==> src/design/bpt_pkg.sv <==
// ----------------------------------------------------------------------------
// bpt_pkg: shared types and codes for the bidirectional pair table
// Opcodes, status codes, field widths and the item structs passed between
// the top level and the sequencer.
// ----------------------------------------------------------------------------
package bpt_pkg;

   localparam int OPCODE_W = 3;
   localparam int FIELD_W  = 32;
   localparam int STATUS_W = 2;
   localparam int COUNT_W  = 5;

   // tdata widths, rounded up to whole bytes
   localparam int REQ_BITS    = OPCODE_W + 2 * FIELD_W;
   localparam int REQ_TDATA_W = ((REQ_BITS + 7) / 8) * 8;
   localparam int RSP_BITS    = STATUS_W + FIELD_W + COUNT_W;
   localparam int RSP_TDATA_W = ((RSP_BITS + 7) / 8) * 8;

   localparam logic [OPCODE_W-1:0] OP_ADD    = 3'd0;
   localparam logic [OPCODE_W-1:0] OP_REMOVE = 3'd1;
   localparam logic [OPCODE_W-1:0] OP_BY_X   = 3'd2;
   localparam logic [OPCODE_W-1:0] OP_BY_Y   = 3'd3;
   localparam logic [OPCODE_W-1:0] OP_CLEAR  = 3'd4;

   localparam logic [STATUS_W-1:0] ST_OK     = 2'd0;
   localparam logic [STATUS_W-1:0] ST_MISS   = 2'd1;
   localparam logic [STATUS_W-1:0] ST_FULL   = 2'd2;
   localparam logic [STATUS_W-1:0] ST_BADREM = 2'd3;

   typedef struct packed {
      logic [FIELD_W-1:0]  y_value;
      logic [FIELD_W-1:0]  x_value;
      logic [OPCODE_W-1:0] opcode;
   } req_type;

   typedef struct packed {
      logic [COUNT_W-1:0]  entry_count;
      logic [FIELD_W-1:0]  answer;
      logic [STATUS_W-1:0] status;
   } rsp_type;

endpackage

==> src/design/bidirectional_pair_table.sv <==
// ----------------------------------------------------------------------------
// bidirectional_pair_table: table of (x, y) pairs searchable in both directions
// Stream-in operations, stream-out one result item per operation.
// ----------------------------------------------------------------------------
// The block keeps up to DEPTH pairs in insertion order in one RAM (x in the
// low half of a word, y in the high half) and executes one operation per
// request item: add, remove last (only when x matches the last stored x),
// lookup by x, lookup by y, clear. Every request item yields exactly one
// response item with a status, the partner value found by a lookup (zero
// otherwise) and the pair count after the operation. Operations run one at
// a time: add, clear, unused opcodes and misses on an empty table pass
// through the execute and finish states; remove also reads and compares
// the last entry; a lookup scans the table one entry per cycle through the
// single RAM read port and one shared comparator, stopping at the first
// match or after the last stored pair. A finished response sits in the
// output register while the next request is accepted; the sequencer only
// holds at the end of that next operation if the response is still not
// taken. No clearing pass is needed after reset: entries at or above the
// pair count are never read. KEY_WIDTH keys are compared and stored in
// their low bits (at most 32, the field width).
// ----------------------------------------------------------------------------
module bidirectional_pair_table #(
   parameter int DEPTH     = 16,
   parameter int KEY_WIDTH = 32
) (
   input  logic                             clock,
   input  logic                             reset,
   // request item stream
   input  logic                             req_tvalid,
   output logic                             req_tready,
   // [2:0] opcode, [34:3] x_value, [66:35] y_value, [71:67] zero
   input  logic [bpt_pkg::REQ_TDATA_W-1:0]  req_tdata,
   // response item stream
   output logic                             rsp_tvalid,
   input  logic                             rsp_tready,
   // [1:0] status, [33:2] answer, [38:34] entry_count, [39] zero
   output logic [bpt_pkg::RSP_TDATA_W-1:0]  rsp_tdata
);

   // stored key width: inputs carry only FIELD_W bits
   localparam int KEY_W = (KEY_WIDTH < bpt_pkg::FIELD_W) ? KEY_WIDTH : bpt_pkg::FIELD_W;
   localparam int AW    = (DEPTH > 1) ? $clog2(DEPTH) : 1;

   bpt_pkg::req_type   req_item;
   bpt_pkg::rsp_type   result;
   bpt_pkg::rsp_type   rsp_item_ff, rsp_item_in;
   logic               rsp_valid_ff, rsp_valid_in;
   logic               req_fire;
   logic               idle;
   logic               done;
   logic               out_free;

   logic               ram_wr_en;
   logic [AW-1:0]      ram_wr_addr;
   logic [2*KEY_W-1:0] ram_wr_data;
   logic               ram_rd_en;
   logic [AW-1:0]      ram_rd_addr;
   logic [2*KEY_W-1:0] ram_rd_data;

   assign req_item   = req_tdata[bpt_pkg::REQ_BITS-1:0];
   assign req_tready = idle;
   assign req_fire   = req_tvalid && req_tready;

   // output register frees up in the same cycle it is taken
   assign out_free = !rsp_valid_ff || rsp_tready;

   bpt_ctrl #(
      .DEPTH (DEPTH),
      .KEY_W (KEY_W)
   ) u_ctrl (
      .clock       (clock),
      .reset       (reset),
      .req_fire    (req_fire),
      .req_item    (req_item),
      .idle        (idle),
      .out_free    (out_free),
      .done        (done),
      .result      (result),
      .ram_wr_en   (ram_wr_en),
      .ram_wr_addr (ram_wr_addr),
      .ram_wr_data (ram_wr_data),
      .ram_rd_en   (ram_rd_en),
      .ram_rd_addr (ram_rd_addr),
      .ram_rd_data (ram_rd_data)
   );

   bpt_ram #(
      .WIDTH (2 * KEY_W),
      .DEPTH (DEPTH)
   ) u_pairs (
      .clock   (clock),
      .wr_en   (ram_wr_en),
      .wr_addr (ram_wr_addr),
      .wr_data (ram_wr_data),
      .rd_en   (ram_rd_en),
      .rd_addr (ram_rd_addr),
      .rd_data (ram_rd_data)
   );

   // response register
   always_comb begin
      rsp_valid_in = rsp_valid_ff;
      rsp_item_in  = rsp_item_ff;
      if (done) begin
         rsp_valid_in = 1'b1;
         rsp_item_in  = result;
      end else if (rsp_tready) begin
         rsp_valid_in = 1'b0;
      end
   end

   always_ff @(posedge clock) begin
      if (reset) begin
         rsp_valid_ff <= 1'b0;
      end else begin
         rsp_valid_ff <= rsp_valid_in;
      end
      rsp_item_ff <= rsp_item_in;
   end

   assign rsp_tvalid = rsp_valid_ff;
   assign rsp_tdata  = bpt_pkg::RSP_TDATA_W'(rsp_item_ff);

`ifndef SYNTH
   a_no_overwrite: assert property (@(posedge clock) disable iff (reset)
      done |-> (!rsp_valid_ff || rsp_tready))
      else $error("response register overwritten before taken");

   a_busy_after_accept: assert property (@(posedge clock) disable iff (reset)
      req_fire |=> !req_tready)
      else $error("second request accepted while an operation runs");

   a_done_only_busy: assert property (@(posedge clock) disable iff (reset)
      done |-> !req_tready)
      else $error("response produced while sequencer idle");
`endif

endmodule

==> src/design/bpt_ram.sv <==
// ----------------------------------------------------------------------------
// bpt_ram: generic single-port-write, single-port-read RAM
// One write and one read per cycle; read data is registered.
// ----------------------------------------------------------------------------
module bpt_ram #(
   parameter int WIDTH = 64,
   parameter int DEPTH = 16
) (
   input  logic                                    clock,
   input  logic                                    wr_en,
   input  logic [((DEPTH > 1) ? $clog2(DEPTH) : 1)-1:0] wr_addr,
   input  logic [WIDTH-1:0]                        wr_data,
   input  logic                                    rd_en,
   input  logic [((DEPTH > 1) ? $clog2(DEPTH) : 1)-1:0] rd_addr,
   output logic [WIDTH-1:0]                        rd_data
);

   logic [WIDTH-1:0] mem_ff [DEPTH];
   logic [WIDTH-1:0] rd_data_ff;

   always_ff @(posedge clock) begin
      if (wr_en) begin
         mem_ff[wr_addr] <= wr_data;
      end
      if (rd_en) begin
         rd_data_ff <= mem_ff[rd_addr];
      end
   end

   assign rd_data = rd_data_ff;

endmodule

==> src/design/bpt_ctrl.sv <==
// ----------------------------------------------------------------------------
// bpt_ctrl: operation sequencer and shared key comparator
// Runs one operation at a time; lookups scan the RAM one entry per cycle.
// ----------------------------------------------------------------------------
module bpt_ctrl #(
   parameter int DEPTH = 16,
   parameter int KEY_W = 32
) (
   input  logic                                    clock,
   input  logic                                    reset,
   input  logic                                    req_fire,
   input  bpt_pkg::req_type                        req_item,
   output logic                                    idle,
   input  logic                                    out_free,
   output logic                                    done,
   output bpt_pkg::rsp_type                        result,
   output logic                                    ram_wr_en,
   output logic [((DEPTH > 1) ? $clog2(DEPTH) : 1)-1:0] ram_wr_addr,
   output logic [2*KEY_W-1:0]                      ram_wr_data,
   output logic                                    ram_rd_en,
   output logic [((DEPTH > 1) ? $clog2(DEPTH) : 1)-1:0] ram_rd_addr,
   input  logic [2*KEY_W-1:0]                      ram_rd_data
);

   localparam int AW = (DEPTH > 1) ? $clog2(DEPTH) : 1;
   localparam int CW = $clog2(DEPTH + 1);

   typedef enum logic [3:0] {
      S_IDLE   = 4'b0001,
      S_EXEC   = 4'b0010,
      S_SCAN   = 4'b0100,
      S_FINISH = 4'b1000
   } state_type;

   state_type                       state_ff, state_in;
   logic [bpt_pkg::OPCODE_W-1:0]    op_ff, op_in;
   logic [KEY_W-1:0]                x_ff, x_in;
   logic [KEY_W-1:0]                y_ff, y_in;
   logic [AW-1:0]                   idx_ff, idx_in;
   logic [CW-1:0]                   count_ff, count_in;
   logic [bpt_pkg::STATUS_W-1:0]    status_ff, status_in;
   logic [bpt_pkg::FIELD_W-1:0]     answer_ff, answer_in;

   logic [KEY_W-1:0]                rd_x, rd_y;
   logic                            key_hit;
   logic [KEY_W-1:0]                partner;
   logic [CW-1:0]                   idx_plus;
   logic [CW-1:0]                   last_idx;

   assign rd_x     = ram_rd_data[KEY_W-1:0];
   assign rd_y     = ram_rd_data[2*KEY_W-1:KEY_W];
   // one comparator serves remove, lookup by x and lookup by y
   assign key_hit  = (op_ff == bpt_pkg::OP_BY_Y) ? (rd_y == y_ff) : (rd_x == x_ff);
   assign partner  = (op_ff == bpt_pkg::OP_BY_Y) ? rd_x : rd_y;
   assign idx_plus = CW'(idx_ff) + CW'(1);
   assign last_idx = count_ff - CW'(1);

   assign ram_wr_addr = AW'(count_ff);
   assign ram_wr_data = {y_ff, x_ff};

   always_comb begin
      state_in    = state_ff;
      op_in       = op_ff;
      x_in        = x_ff;
      y_in        = y_ff;
      idx_in      = idx_ff;
      count_in    = count_ff;
      status_in   = status_ff;
      answer_in   = answer_ff;
      ram_wr_en   = 1'b0;
      ram_rd_en   = 1'b0;
      ram_rd_addr = AW'(idx_plus);
      done        = 1'b0;
      case (state_ff)
         S_IDLE: begin
            if (req_fire) begin
               op_in     = req_item.opcode;
               x_in      = req_item.x_value[KEY_W-1:0];
               y_in      = req_item.y_value[KEY_W-1:0];
               status_in = bpt_pkg::ST_OK;
               answer_in = '0;
               idx_in    = '0;
               state_in  = S_EXEC;
            end
         end
         S_EXEC: begin
            state_in = S_FINISH;
            case (op_ff)
               bpt_pkg::OP_ADD: begin
                  if (count_ff == CW'(DEPTH)) begin
                     status_in = bpt_pkg::ST_FULL;
                  end else begin
                     ram_wr_en = 1'b1;
                     count_in  = count_ff + CW'(1);
                  end
               end
               bpt_pkg::OP_REMOVE: begin
                  if (count_ff == '0) begin
                     status_in = bpt_pkg::ST_BADREM;
                  end else begin
                     ram_rd_en   = 1'b1;
                     ram_rd_addr = AW'(last_idx);
                     idx_in      = AW'(last_idx);
                     state_in    = S_SCAN;
                  end
               end
               bpt_pkg::OP_BY_X, bpt_pkg::OP_BY_Y: begin
                  if (count_ff == '0) begin
                     status_in = bpt_pkg::ST_MISS;
                  end else begin
                     ram_rd_en   = 1'b1;
                     ram_rd_addr = '0;
                     idx_in      = '0;
                     state_in    = S_SCAN;
                  end
               end
               bpt_pkg::OP_CLEAR: begin
                  count_in = '0;
               end
               default: begin
                  // unused opcodes: plain ok, table untouched
               end
            endcase
         end
         S_SCAN: begin
            // read data belongs to entry idx_ff
            if (key_hit) begin
               if (op_ff == bpt_pkg::OP_REMOVE) begin
                  count_in = count_ff - CW'(1);
               end else begin
                  answer_in = bpt_pkg::FIELD_W'(partner);
               end
               state_in = S_FINISH;
            end else if (op_ff == bpt_pkg::OP_REMOVE) begin
               status_in = bpt_pkg::ST_BADREM;
               state_in  = S_FINISH;
            end else if (idx_plus == count_ff) begin
               status_in = bpt_pkg::ST_MISS;
               state_in  = S_FINISH;
            end else begin
               ram_rd_en = 1'b1;
               idx_in    = AW'(idx_plus);
            end
         end
         S_FINISH: begin
            if (out_free) begin
               done     = 1'b1;
               state_in = S_IDLE;
            end
         end
         default: begin
            state_in = S_IDLE;
         end
      endcase
   end

   always_ff @(posedge clock) begin
      if (reset) begin
         state_ff <= S_IDLE;
         count_ff <= '0;
      end else begin
         state_ff <= state_in;
         count_ff <= count_in;
      end
      op_ff     <= op_in;
      x_ff      <= x_in;
      y_ff      <= y_in;
      idx_ff    <= idx_in;
      status_ff <= status_in;
      answer_ff <= answer_in;
   end

   assign idle               = (state_ff == S_IDLE);
   assign result.status      = status_ff;
   assign result.answer      = answer_ff;
   assign result.entry_count = bpt_pkg::COUNT_W'(count_ff);

`ifndef SYNTH
   a_count_bound: assert property (@(posedge clock) disable iff (reset)
      count_ff <= CW'(DEPTH))
      else $error("pair count above table depth");

   a_write_room: assert property (@(posedge clock) disable iff (reset)
      ram_wr_en |-> (count_ff < CW'(DEPTH)))
      else $error("write into a full table");

   a_scan_range: assert property (@(posedge clock) disable iff (reset)
      (state_ff == S_SCAN) |-> (CW'(idx_ff) < count_ff))
      else $error("scan index beyond stored pairs");

   a_full_status: assert property (@(posedge clock) disable iff (reset)
      ((state_ff == S_FINISH) && (status_ff == bpt_pkg::ST_FULL))
         |-> (count_ff == CW'(DEPTH)))
      else $error("full status with room left");
`endif

endmodule

==> config.mk <==
export PLATFORM = sky130hd
export DESIGN_NAME = bidirectional_pair_table
export DESIGN_NICKNAME = d
export VERILOG_FILES = /design/src/design/bpt_pkg.sv /design/src/design/bidirectional_pair_table.sv /design/src/design/bpt_ram.sv /design/src/design/bpt_ctrl.sv
export SDC_FILE = /design/constraint.sdc
export NUM_CORES = 1
export LEC_CHECK = 0
export ABC_AREA = 1
export BUFFER_PORTS_ARGS = -buffer_cell sky130_fd_sc_hd__buf_2
export CAP_MARGIN = 15
export CELL_PAD_IN_SITES_DETAIL_PLACEMENT = 1
export CELL_PAD_IN_SITES_GLOBAL_PLACEMENT = 1
export CORE_MARGIN = 4
export CORE_UTILIZATION = 41
export CTS_CLUSTER_DIAMETER = 30
export CTS_CLUSTER_SIZE = 14
export DETAILED_ROUTE_END_ITERATION = 8
export PLACE_DENSITY_LB_ADDON = 0.1
export SETUP_SLACK_MARGIN = 0.1
export SKIP_CTS_REPAIR_TIMING = 1
export SLEW_MARGIN = 20
export SYNTH_ARGS = -nofsm -noshare
export SYNTH_HDL_FRONTEND = slang
export SYNTH_SLANG_ARGS = --single-unit
export TNS_END_PERCENT = 10
==> constraint.sdc <==
create_clock -name clock -period 9.7 [get_ports clock]
set_clock_uncertainty 0.1 [all_clocks]
set_input_delay 0 -clock clock [delete_from_list [all_inputs] [get_ports clock]]
set_output_delay 0 -clock clock [all_outputs]
set_load 0.005 [all_outputs]
# [Word level (Yosys, flattened, before mapping)]
# Memory sizes are Yosys's and may differ from the RTL's. A register that Yosys moved wholly into a read port is not among the register bits.
# Index checks and enable logic that the tools add are counted.
[word_totals] register_bits=154 mem_bits_rw=1024 input_bits=76 output_inout_bits=42 word_cells=118 n_memories=1
[memory_table] name="u_pairs.mem_ff" words=16 word_bits=64 rd=1 rd_ports_with_merged_regs=1 write_ports=1 line_no="bpt_ram.sv:18" rtl="logic [WIDTH-1:0] mem_ff [DEPTH];"
[classes] add_sub_neg=3 n_eq_ne=30 mux=55 reduce_logical=17
[op_table] op="32-bit two-way mux" count=4
[op_table] op="32-bit equality test" count=2
[op_table] op="4-bit two-way mux" count=16
[op_table] op="32-bit case mux with 2 select lines" count=1
[op_table] op="5-bit case mux with 2 select lines" count=2
[op_table] op="4-bit case mux with 2 select lines" count=2
[op_table] op="4-bit case mux with 4 select lines" count=1
[op_table] op="8-bit AND reduction" count=2
[op_table] op="1-bit two-way mux" count=15
[op_table] op="5-bit two-way mux" count=3
[op_table] op="2-bit two-way mux" count=7
[op_table] op="3-bit != test, second input constant" count=4
[op_table] op="2-bit case mux with 3 select lines" count=2
[op_table] op="4-bit case mux with 3 select lines" count=1
[op_table] op="3-bit by 2-bit != test with 1-bit output, second input constant" count=3
[op_table] op="2-bit != test, second input constant" count=4
[op_table] op="3-bit by 2-bit equality test with 1-bit output, second input constant" count=2
[op_table] op="2-bit by 1-bit != test with 1-bit output, second input constant" count=3
[op_table] op="3-bit by 1-bit != test with 1-bit output, second input constant" count=2
[op_table] op="2-bit nonzero test" count=3
[op_table] op="4-bit by 1-bit adder with 5-bit output, second input constant" count=1
[op_table] op="5-bit by 1-bit adder with 5-bit output, second input constant" count=1
[op_table] op="5-bit equality test" count=1
[op_table] op="5-bit equality test, second input constant" count=1
[op_table] op="other kinds (22)" count=22

# [Depth between registers and ports, before layout]
[logic_depth] depth_word=6 mapped_depth=15 ltp_nobuf=13

# [Modules after synthesis]
# Synthesis repeated with hierarchy kept, for this count alone.
[unflattened] cells_unflattened=4801 area_unflattened_um2=52517.9
[by_module_without_submodules] module="bpt_ram" n_inst=1 cells_per_inst=4210 area_each_um2=45798.9
[by_module_without_submodules] module="bpt_ctrl" n_inst=1 cells_per_inst=543 area_each_um2=5486.5
[by_module_without_submodules] module="bidirectional_pair_table" n_inst=1 cells_per_inst=48 area_each_um2=1232.4

# [Worst setup path after synthesis]
# OpenSTA, ideal clock, no wires.
[synth_timing] path_type="flip-flop to flip-flop" from="register u_ctrl.count_ff[0]" to="memory u_pairs.mem_ff[0][0], enable pin" setup_ns=0.643 t_arrival_ns=6.933 required_ns=8.957 setup_slack_ns=2.024 path_stages_with_launch=5 n_path_buf=0 period_less_slack_ns=7.676 path_cell_list="dfxtp_1 inv_1 ha_1 nand3_2 nor4_1"
[synth_between] elab_chain_len=6
[synth_lines] element="start: declaration" line_no="bpt_ctrl.sv:40" rtl="logic [CW-1:0] count_ff, count_in;"
[synth_lines] element="start signal: assignment" line_no="bpt_ctrl.sv:163" rtl="count_ff <= count_in;"
[synth_lines] element="5-bit equality test" line_no="bpt_ctrl.sv:90" rtl="if (count_ff == CW'(DEPTH)) begin"
[synth_lines] element="1-bit two-way mux" line_no="bpt_ctrl.sv:90"
[synth_lines] element="1-bit two-way mux" line_no="bpt_ctrl.sv:88" rtl="case (op_ff)"
[synth_lines] element="1-bit two-way mux" line_no="bpt_ctrl.sv:74" rtl="case (state_ff)"
[synth_lines] element="1-bit two-way mux" line_no="bpt_ram.sv:22" rtl="if (wr_en) begin"
[synth_lines] element="1-bit two-way mux (not written as such)" line_no="bpt_ram.sv:23" rtl="mem_ff[wr_addr] <= wr_data;"
[synth_lines] element="end: declaration" line_no="bpt_ram.sv:18"
# Parallel ways exist; a longest one is shown, timed or not.

# [Worst setup path in the final report]
[layout_timing] from="register u_ctrl.count_ff[0]" to="register u_pairs.rd_data_ff[26] (netlist: u_pairs.rd_data[26]) (read register of u_pairs.mem_ff), data pin"
[layout_between] elab_chain_len=5 elab_cells_between_ends=13 cone_classes="add/sub: 1; eq/ne: 1; mux: 10; reduce/logical: 1"
[layout_lines] element="parallel branches: the longest is 5 deep, another holds 5-bit by 1-bit subtractor with 5-bit output"
[layout_lines] element="end: declaration" line_no="bpt_ram.sv:19" rtl="logic [WIDTH-1:0] rd_data_ff;"
# Parallel ways; which one is timed is not known.
# A chain may end at the register's enable or synchronous reset.

==> metrics <==
final WL 166000 um; pin count of the biggest net entering global routing 183; slowest stage delay, CP 0.99 ns; Routed Antenna Nets 0; Hold WS 0.151 ns; Switching Power 5010 uW; Core Area 0.124 sq mm; Crit. End Element register; Mapped Nets 4542; final worst slack 4.85 ns; Period minus WS final 4.85 ns; Seq/Total Area, Yosys 0.723; # Max-Cap Violations 0; htree depth 5; fin. max-slew vios 0; grt ovf 0; Worst-path clk slew 0.04 ns; count of input and output buffers 111; Setup violations, final 0; Max Freq 206 MHz; Syn Area/Cell 11.5 sq um; Slew @ Worst Pin 1.23 ns; min-delay worst type primary input to register; internal cell power 13900 uW; maximum vdd drop 0.000187 V; DP HPWL 80500 um; ratio of cells with drive above 1 in the final layout 0.136; leak pwr 0.0253 uW; All-Layer GR Usage 0.250; Worst path slowest cell nand2_8; Post-DP Area 0.0533 sq mm; row count 129; Worst Path Arrival 5.47 ns; WL/cell 24.8 um; Worst path most repeated cell nand2_1; Chip Width 362 um; Nets 4904; detailed-route DRC error count 0; slew margin rel. 0.178; die height 362 um; DP Cell Count 6002; Vias/cell 5.40; number of enable flip-flop cells after synthesis 1232; number of global-route vias before repair 37055; switching portion of total power 0.265; Reg power frac 0.333; vias 36147; Post-Syn Area 0.0514 sq mm; PD cells 291 mW/mm^2; multi-input logic area 0.0127 sq mm; Finished Layout Cells 6691; GP Congestion 0.788; Synth async-reset ratio 0; CTS tree built; Worst Setup Start Kind register; crit path max fanout 171; first-pass GRT wire length 243000 um; post-synth cell types 36; clock power share 0.534; Final TNS setup 0 ns; Post-synth top flop edfxtp_1; CP Data Required Time 10.32 ns; worst skew pair latency 0.89 ns; die footprint 0.131 sq mm; critical path class register to register; Final Hold Viols 0; clk sink count 1242; Design Area, Final 0.0650 sq mm; number of synthesized register bits 1242; unrepaired setup endpoints after global routing false; Initial Util 0.414; crit-path cells inv_1 -> ha_1 -> nand3_2 -> nand2_2 -> nand2_8 -> nand2_8 -> buf_12 -> nand2_1 -> nand2_1 -> nand2_1 -> nand3_1 -> nand3_1 -> nand2_1; Area Overhead vs Synth 26.4%; CTS buffer count 315; first-pass detailed-route iteration total 8; Place WS 4.75 ns; CTS root buf clkbuf_16; count of boundary I/O pins 118; outcome completed; storage element area 0.0372 sq mm; Tcrit/Tclk final 0.500; DR iter-0 viols 3090; combinational cell fraction of total power 0.133; Syn Inst Count 4460; antenna violations before repair 5; filler instances 12752; CTS Buffer Depth 4; Yosys warning total 0
-- path summary, 6_finish.rpt --
path,start,endpoint,slack [ns],cells past startpoint
setup / recovery,u_ctrl.count_ff[0]$_SDFFE_PP0P_,u_pairs.rd_data[26]$_DFFE_PP_,4.85,13
hold / removal,rsp_tready,u_ctrl.state_ff[0]$_SDFFE_PP1P_,0.15,8
setup reg to reg,u_ctrl.count_ff[0]$_SDFFE_PP0P_,u_pairs.rd_data[26]$_DFFE_PP_,4.85,13
hold reg to reg,u_ctrl.answer_ff[20]$_SDFFCE_PN0P_,rsp_tdata[22]$_DFFE_PP_,0.31,0
-- synthesized netlist by cell type (all sizes together) (10+ instances only) --
master / instances / share of area
clkbuf: 41 / 0.0030
inv: 57 / 0.0042
nor2: 78 / 0.0060
nand3: 914 / 0.089
xnor2: 30 / 0.0051
buf: 237 / 0.026
nand2: 1740 / 0.13
dfxtp: 10 / 0.0039
xor2: 30 / 0.0051
a21oi: 37 / 0.0036
edfxtp: 1232 / 0.72
o21ai: 18 / 0.0018
-- placed cells by master (no fill, tap or decap), types with 51 or more instances in the layout --
master and instances:
nand2_1 1734, edfxtp_1 1232, nand3_1 911, clkbuf_16 324, dlygate4sd3_1 140, buf_2 111
buf_4 68, nor2_1 58, clkinv_2 58, inv_1 51, clkinv_1 51
-- state kept, by name, summed over array words and instances (netlist names) --
name,flops
rsp_tdata,39
rsp_tvalid,1
u_ctrl.x_ff,32
u_ctrl.status_ff,2
u_ctrl.count_ff,5
u_ctrl.op_ff,3
u_pairs.rd_data,64
u_ctrl.idx_ff,4
u_ctrl.state_ff,4
u_pairs.mem_ff,1024
u_ctrl.y_ff,32
u_ctrl.answer_ff,32
-- logic make-up after synthesis --
logic type,after synthesis,share of synthesized area
AOI/OAI and AO/OA,67,0.00710
xor gates and xnor gates,60,0.0102
adders and majority gates,6,0.00146
buffers and inverters,336,0.0336
DFF,1242,0.723
other,1,0.0000729
and+or+nand+nor,2748,0.224
-- critical path: cells and delay by family (launching register included) --
family / cells / cell delay [ns]
adder cells (fa/ha/maj): 1 / 0.27
buffers and inverters: 2 / 0.96
flip-flops: 1 / 0.40
AND/OR/NAND/NOR: 10 / 2.63
-- routing by layer --
metal  GRT usage  wire length (um)  vias up
li1            -                 -    16347
met3      0.0541             10500      336
met5           0                 0        -
met1       0.337             71900    18347
met4      0.0894              4720        0
met2       0.402             78700     1117
-- layout make-up --
| class | count | share of cell area |
|---|---|---|
| sequential | 1242 | 0.572 |
| tap | 1637 | 0.0315 |
| antenna | 1 | 0.0000385 |
| clock inverter | 188 | 0.0312 |
| inverter | 58 | 0.00358 |
| clock buffer | 360 | 0.127 |
| timing repair buffer | 323 | 0.0392 |
| multi-input combinational | 2882 | 0.196 |
-- power by group through the flow --
| stage | logic (uW) | clock network [uW] | registers (uW) |
|---|---|---|---|
| 3_5_place_dp | 2470 | 0 | 6380 |
| 2_1_floorplan | 1720 | 0 | 6310 |
| 6_report | 2510 | 10100 | 6300 |
| 5_1_grt | 2810 | 10600 | 6300 |
| 4_1_cts | 2500 | 10300 | 6290 |
| 3_3_place_gp | 2440 | 0 | 6370 |
-- stage by stage --
stage / utilization / power (uW)
2_1_floorplan: - / 8040
3_3_place_gp: 0.430 / 8820
3_5_place_dp: 0.430 / 8850
4_1_cts: 0.512 / 19100
5_1_grt: 0.524 / 19700
6_report: 0.524 / 18900
No activity file was read; power rests on OpenSTA's default activity.
